`config.mk`:
```
export PLATFORM = sky130hd
export DESIGN_NAME = fdfm_gray_flat
export DESIGN_NICKNAME = d
export VERILOG_FILES = /design/src/rtl/core/fdfm_pkg.sv /design/src/rtl/core/fdfm_pix_if.sv /design/src/rtl/core/fdfm_gray.sv /design/src/flat_wrapper.sv
export VERILOG_INCLUDE_DIRS = /design/src /design/src/rtl/core
export SDC_FILE = /design/constraint.sdc
export NUM_CORES = 1
export LEC_CHECK = 0
export BUFFER_PORTS_ARGS = -buffer_cell sky130_fd_sc_hd__clkbuf_2
export CORE_MARGIN = 3
export CORE_UTILIZATION = 40
export DETAILED_ROUTE_END_ITERATION = 10
export PLACE_DENSITY = 0.55
export SYNTH_ARGS = -nofsm -noshare
export SYNTH_HDL_FRONTEND = slang
export SYNTH_SLANG_ARGS = --single-unit
```
`constraint.sdc`:
```
create_clock -name clk -period 3.9 [get_ports clk]
set_clock_uncertainty 0.2 [all_clocks]
set_input_delay 0.39 -clock clk [delete_from_list [all_inputs] [get_ports clk]]
set_output_delay 0.39 -clock clk [all_outputs]
set_load 0.1 [all_outputs]
```
`src/rtl/core/frame_difference_foreground_mask_defines.svh`:
```
// assertion macros shared by the rtl files
`ifndef FRAME_DIFFERENCE_FOREGROUND_MASK_DEFINES_SVH
`define FRAME_DIFFERENCE_FOREGROUND_MASK_DEFINES_SVH

`ifndef SYNTH
// same-cycle implication, sampled on clk, off during reset
`define FDFM_ASSERT(name, pre, post) \
  name: assert property (@(posedge clk) disable iff (!rst_n) (pre) |-> (post)) \
    else $error("fdfm assertion failed");
// next-cycle implication, sampled on clk, off during reset
`define FDFM_ASSERT_NXT(name, pre, post) \
  name: assert property (@(posedge clk) disable iff (!rst_n) (pre) |=> (post)) \
    else $error("fdfm assertion failed");
`else
`define FDFM_ASSERT(name, pre, post)
`define FDFM_ASSERT_NXT(name, pre, post)
`endif

`endif

```
`src/rtl/core/fdfm_pkg.sv`:
```
package fdfm_pkg;

  // pixel and frame store geometry
  localparam int PIX_W      = 8;
  localparam int MAX_PIXELS = 131072;
  localparam int ADDR_W     = $clog2(MAX_PIXELS);

  // gray conversion: (1868*b + 9617*g + 4899*r + 8192) >> 14
  localparam int GRAY_SHIFT = 14;
  localparam int SUM_W      = GRAY_SHIFT + PIX_W;
  localparam logic [SUM_W-1:0] COEF_B    = SUM_W'(1868);
  localparam logic [SUM_W-1:0] COEF_G    = SUM_W'(9617);
  localparam logic [SUM_W-1:0] COEF_R    = SUM_W'(4899);
  localparam logic [SUM_W-1:0] GRAY_ROUND = SUM_W'(8192);

  localparam logic [PIX_W-1:0] WHITE = PIX_W'(255);

  // configuration register file
  localparam int CFG_DATA_W = 32;
  localparam int CFG_IDX_W  = 1;
  localparam int CFG_ADDR_W = CFG_IDX_W + 2;
  localparam logic [CFG_IDX_W-1:0] REG_THRESHOLD = CFG_IDX_W'(0);
  localparam logic [PIX_W-1:0] THRESH_MAX   = PIX_W'(250);
  localparam logic [PIX_W-1:0] THRESH_RESET = PIX_W'(5);

  // pixel leaving the gray stage
  typedef struct packed {
    logic [PIX_W-1:0]  blue;
    logic [PIX_W-1:0]  green;
    logic [PIX_W-1:0]  red;
    logic              eof;
    logic              first;
    logic [ADDR_W-1:0] addr;
    logic [PIX_W-1:0]  gray;
  } s1_t;

endpackage

```
`src/rtl/core/fdfm_pix_if.sv`:
```
interface fdfm_pix_if;
  logic       valid;
  logic       ready;
  logic [7:0] blue;
  logic [7:0] green;
  logic [7:0] red;
  logic       end_of_frame;

  modport source (output valid, blue, green, red, end_of_frame, input ready);
  modport sink   (input valid, blue, green, red, end_of_frame, output ready);
endinterface

```
`src/rtl/core/fdfm_gray.sv`:
```
`include "frame_difference_foreground_mask_defines.svh"

module fdfm_gray (
  input  logic          clk,
  input  logic          rst_n,
  fdfm_pix_if.sink      in_pix,
  input  logic          s2_ready,
  output logic          s1_valid,
  output fdfm_pkg::s1_t s1
);
  import fdfm_pkg::*;

  logic              v1_r, v1_nxt;
  logic              ready1, accept;
  logic [ADDR_W-1:0] pos_r, pos_nxt;
  logic              loading_r, loading_nxt;
  logic [PIX_W-1:0]  blue_r, green_r, red_r;
  logic              eof_r, first_r;
  logic [ADDR_W-1:0] addr_r;
  logic [SUM_W-1:0]  pb_r, pg_r, pr_r;
  logic [SUM_W-1:0]  sum;

  assign ready1       = !v1_r || s2_ready;
  assign accept       = in_pix.valid && ready1;
  assign in_pix.ready = ready1;

  // stage valid and raster position tracking
  always_comb begin
    v1_nxt      = v1_r;
    pos_nxt     = pos_r;
    loading_nxt = loading_r;
    if (ready1) begin
      v1_nxt = in_pix.valid;
    end
    if (accept) begin
      if (in_pix.end_of_frame) begin
        pos_nxt     = '0;
        loading_nxt = 1'b0;
      end else if (pos_r == ADDR_W'(MAX_PIXELS - 1)) begin
        pos_nxt = '0;
      end else begin
        pos_nxt = pos_r + ADDR_W'(1);
      end
    end
  end

  always_ff @(posedge clk) begin
    if (!rst_n) begin
      v1_r      <= 1'b0;
      pos_r     <= '0;
      loading_r <= 1'b1;
    end else begin
      v1_r      <= v1_nxt;
      pos_r     <= pos_nxt;
      loading_r <= loading_nxt;
    end
  end

  // weighted color products, one multiplier per channel
  always_ff @(posedge clk) begin
    if (accept) begin
      blue_r  <= in_pix.blue;
      green_r <= in_pix.green;
      red_r   <= in_pix.red;
      eof_r   <= in_pix.end_of_frame;
      first_r <= loading_r;
      addr_r  <= pos_r;
      pb_r    <= COEF_B * SUM_W'(in_pix.blue);
      pg_r    <= COEF_G * SUM_W'(in_pix.green);
      pr_r    <= COEF_R * SUM_W'(in_pix.red);
    end
  end

  // rounded sum, top bits are the gray level
  assign sum = pb_r + pg_r + pr_r + GRAY_ROUND;

  assign s1_valid = v1_r;
  always_comb begin
    s1.blue  = blue_r;
    s1.green = green_r;
    s1.red   = red_r;
    s1.eof   = eof_r;
    s1.first = first_r;
    s1.addr  = addr_r;
    s1.gray  = sum[SUM_W-1:GRAY_SHIFT];
  end

  `FDFM_ASSERT_NXT(a_eof_restarts_frame, accept && in_pix.end_of_frame, (pos_r == '0) && !loading_r)
  `FDFM_ASSERT_NXT(a_loading_never_returns, !loading_r, !loading_r)

endmodule

```
`src/flat_wrapper.sv`:
```
// flat-port wrapper written by rule: the top's interface ports become plain ports
module fdfm_gray_flat import fdfm_pkg::*;
  (clk, rst_n, s2_ready, s1_valid, s1, in_pix_valid, in_pix_blue, in_pix_green, in_pix_red, in_pix_end_of_frame, in_pix_ready);
  fdfm_pix_if in_pix_i ();
  input  logic clk;
  input  logic rst_n;
  input  logic s2_ready;
  output logic s1_valid;
  output fdfm_pkg::s1_t s1;
  input wire logic [$bits(in_pix_i.valid)-1:0] in_pix_valid;
  input wire logic [$bits(in_pix_i.blue)-1:0] in_pix_blue;
  input wire logic [$bits(in_pix_i.green)-1:0] in_pix_green;
  input wire logic [$bits(in_pix_i.red)-1:0] in_pix_red;
  input wire logic [$bits(in_pix_i.end_of_frame)-1:0] in_pix_end_of_frame;
  output wire logic [$bits(in_pix_i.ready)-1:0] in_pix_ready;
  assign in_pix_i.valid = in_pix_valid;
  assign in_pix_i.blue = in_pix_blue;
  assign in_pix_i.green = in_pix_green;
  assign in_pix_i.red = in_pix_red;
  assign in_pix_i.end_of_frame = in_pix_end_of_frame;
  assign in_pix_ready = in_pix_i.ready;
  fdfm_gray u_core (.clk(clk), .rst_n(rst_n), .in_pix(in_pix_i), .s2_ready(s2_ready), .s1_valid(s1_valid), .s1(s1));
endmodule
```
==> flow_summary.json <==
{
  "end_kind": "output port",
  "criticalPathCategory": "flop to output port",
  "cp_cell_sequence": "fa_2 -> fa_1 -> ha_4 -> a21o_1 -> a21o_1 -> a32oi_2 -> nand2_2 -> o211ai_1 -> nand3b_1 -> xnor2_2 -> buf_12",
  "core-area_mm2": 0.0227,
  "async_flop_share_pct": 0,
  "clkSlewWorstSetupHoldPaths_ps": 60,
  "nNetsFinal": 1234,
  "synth-compound-area-share_pct": 8.22,
  "synthAdderAreaFrac_pct": 38.4,
  "critPathMostFrequentCell": "a21o_1",
  "crit_family": "adder cells",
  "drc": 0,
  "syn_inst": 783,
  "place_hpwl_um": 14500,
  "die_w_um": 158,
  "fill_cells": 2050,
  "die_area_mm2": 0.0251,
  "cts-htree-levels": 4,
  "rsz0062_at_grt": "yes",
  "synth-edff-count": 97,
  "outcome": "finished with violations",
  "cp_data_arrival_time_ps": 3450,
  "slew_headroom_pct": 47.7,
  "finalSetupViolCount": 6,
  "max_freq_ghz": 0.248,
  "num_rows": 55,
  "drt.antenna.violating_nets": 0,
  "antenna_found_initial": 0,
  "place_ws_ps": -292,
  "drive_gt1_share_pct": 24.9,
  "cp-start-kind": "flop",
  "clk_path_buf_depth": 2,
  "ys_warn_count": 0,
  "grt_pass1_vias": 6364,
  "cts_tree": "built",
  "tns_ps": -566,
  "synthXorXnorAreaFrac_pct": 5.48,
  "initial_core_util_pct": 40.8,
  "finalMaxSlewViolations": 0,
  "slowest_delay_ps": 550,
  "synth-seq-cells": 116,
  "portBuffers": 81,
  "syn_nets": 1060,
  "insertion_delay_ps": 410,
  "period_share_pct": 104,
  "crit_slowest_cell": "fa_1",
  "post_drt_wl_per_cell_um": 14.4,
  "routed-via-count": 6146,
  "clock-sinks": 116,
  "synth_top_family_by_area": "adder cells",
  "syn_avg_cell_area_um2": 11.8,
  "synth_area_mm2": 0.00928,
  "dominantRegCellSynth": "edfxtp_1",
  "ios": 82,
  "yosysSeqAreaShare_pct": 35.5,
  "hold_path_class": "input port to flop",
  "dpl_cell_area_mm2": 0.0108,
  "fin_ws_ps": -140,
  "ys_types": 55,
  "cp_max_fo": 5,
  "fin_area_mm2": 0.0115,
  "wl_um": 18100,
  "crit_required_ps": 3310,
  "areaGrowthSynthToFinish_pct": 24.3,
  "first_pass_iters": 4,
  "viasPerCell": 4.90,
  "worstMarginPinSlew_ps": 784,
  "cts_made_buffers": 17,
  "period_needed_ps": 4040,
  "grt_start_max_net_pins": 62,
  "diodes": 0,
  "globalplace.congestion": 0.816,
  "synth.area.mux_share_pct": 0.108,
  "grt_use_total_pct": 15.8,
  "drv_cap": 0,
  "hold_viol": 0,
  "violations": "setup timing",
  "grt-ovfl-total": 0,
  "synth-simple-area-share_pct": 7.00,
  "die_h_um": 158,
  "critPathBufInv": 1,
  "first_iter_violations": 255,
  "root_buffer": "clkbuf_16",
  "grt_pass1_wl_um": 31100
}
==> cell usage after synthesis, types with 5 or more instances <==
cell type	instances	area, um^2
inv_1	112	420
nand2_1	33	124
nor2b_1	5	31.3
ha_1	187	2340
o21ai_0	13	65.1
a21oi_1	24	120
nand2b_1	5	31.3
xor2_1	22	193
nor3_1	11	55.1
buf_4	8	60.1
a31oi_1	6	37.5
nand4_1	11	68.8
a21o_1	11	82.6
xnor2_1	36	315
dfxtp_1	19	380
and3_1	8	50.1
o21bai_1	5	37.5
edfxtp_1	97	2910
fa_1	61	1220
nand3_1	8	40.0
nor2_1	37	139
==> layout by cell type (no fill, tap or decap), drive strengths merged, types with 2 or more instances in the layout <==
cell / Yosys / routed
ha: 187 / 187
inv: 113 / 122
edfxtp: 97 / 97
clkbuf: 2 / 92
buf: 8 / 91
fa: 61 / 61
nor2: 38 / 38
xnor2: 36 / 36
nand2: 33 / 33
a21oi: 26 / 26
xor2: 22 / 22
dfxtp: 19 / 19
o21ai: 15 / 15
a21o: 11 / 11
nand4: 11 / 11
nor3: 11 / 11
and3: 8 / 8
nand3: 8 / 8
a31oi: 6 / 6
nand2b: 5 / 5
o21bai: 5 / 5
o211ai: 5 / 5
nor2b: 5 / 5
or2: 5 / 5
o21a: 5 / 5
nand3b: 4 / 4
or3: 3 / 3
o2111ai: 3 / 3
clkinvlp: 0 / 3
a211oi: 3 / 3
a21boi: 3 / 3
a311oi: 2 / 2
o31ai: 2 / 2
a31o: 2 / 2
o311a: 2 / 2
o311ai: 2 / 2
o211a: 2 / 2
o41ai: 2 / 2
==> per-layer routing <==
layer,global-route usage (%),vias up,share of wire (%)
met3,3.18,17,3.0
met4,4.59,0,1.8
met2,25.5,81,47
li1,-,3114,-
met1,21.6,2934,48
met5,0,-,0
==> state kept, by name (all words and copies together) (netlist names), 4 cells and up <==
register        flops
u_core.addr_r      17
u_core.blue_r       8
u_core.green_r      4
u_core.pb_r        16
u_core.pg_r        22
u_core.pos_r       17
u_core.pr_r        20
u_core.red_r        8
==> area by class of cell <==
type	instances	area, um^2	share of cell area [%]
Multi-Input combinational cell	544	5720	49.7
Timing Repair Buffer	165	1160	10.1
Tap cell	285	357	3.09
Sequential cell	116	3290	28.6
Clock buffer	19	454	3.94
Inverter	113	427	3.70
Clock inverter	13	110	0.955
==> final timing paths <==
kind | start | end | slack (ps) | depth (start not counted)
worst max-delay path | u_core.pr_r[12] | s1[7] | -140 | 11
worst min-delay path | in_pix_blue[0] | u_core.blue_r[0] | 40 | 1
worst max register to register | u_core.s1_valid | u_core.pr_r[6] | 1470 | 4
worst min register to register | u_core.loading_r | u_core.first_r | 240 | 0
==> through the flow <==
stage                     util [%]  cells  hold slack, ps
after floorplan                  -    783             208
after global placement        47.5   1221             226
after detailed placement      47.5   1221             228
after CTS                     50.3   1255            27.0
after global routing          50.8   1255            36.9
final                         50.8   1255            39.2
==> what timing repair did <==
| action | in CTS | in global routing |
|---|---|---|
| resized for setup | 11 | 18 |
| hold buffers | 1 | 0 |
| endpoints found under the hold margin | 1 | 0 |
| pin swaps | 15 | 20 |
| buffers inserted | 1 | 0 |
| endpoints found under the setup margin | 8 | 14 |
==> logic make-up after synthesis <==
| group | count (synthesis) |
|---|---|
| AOI/OAI and AO/OA | 103 |
| xor gates and xnor gates | 58 |
| adders and majority gates | 248 |
| buffers and inverters | 123 |
| DFF | 116 |
| muxes | 1 |
| and+or+nand+nor | 134 |
Power is not shown: default switching activity piles up to over one toggle a cycle in this logic, so the estimate is an artifact.
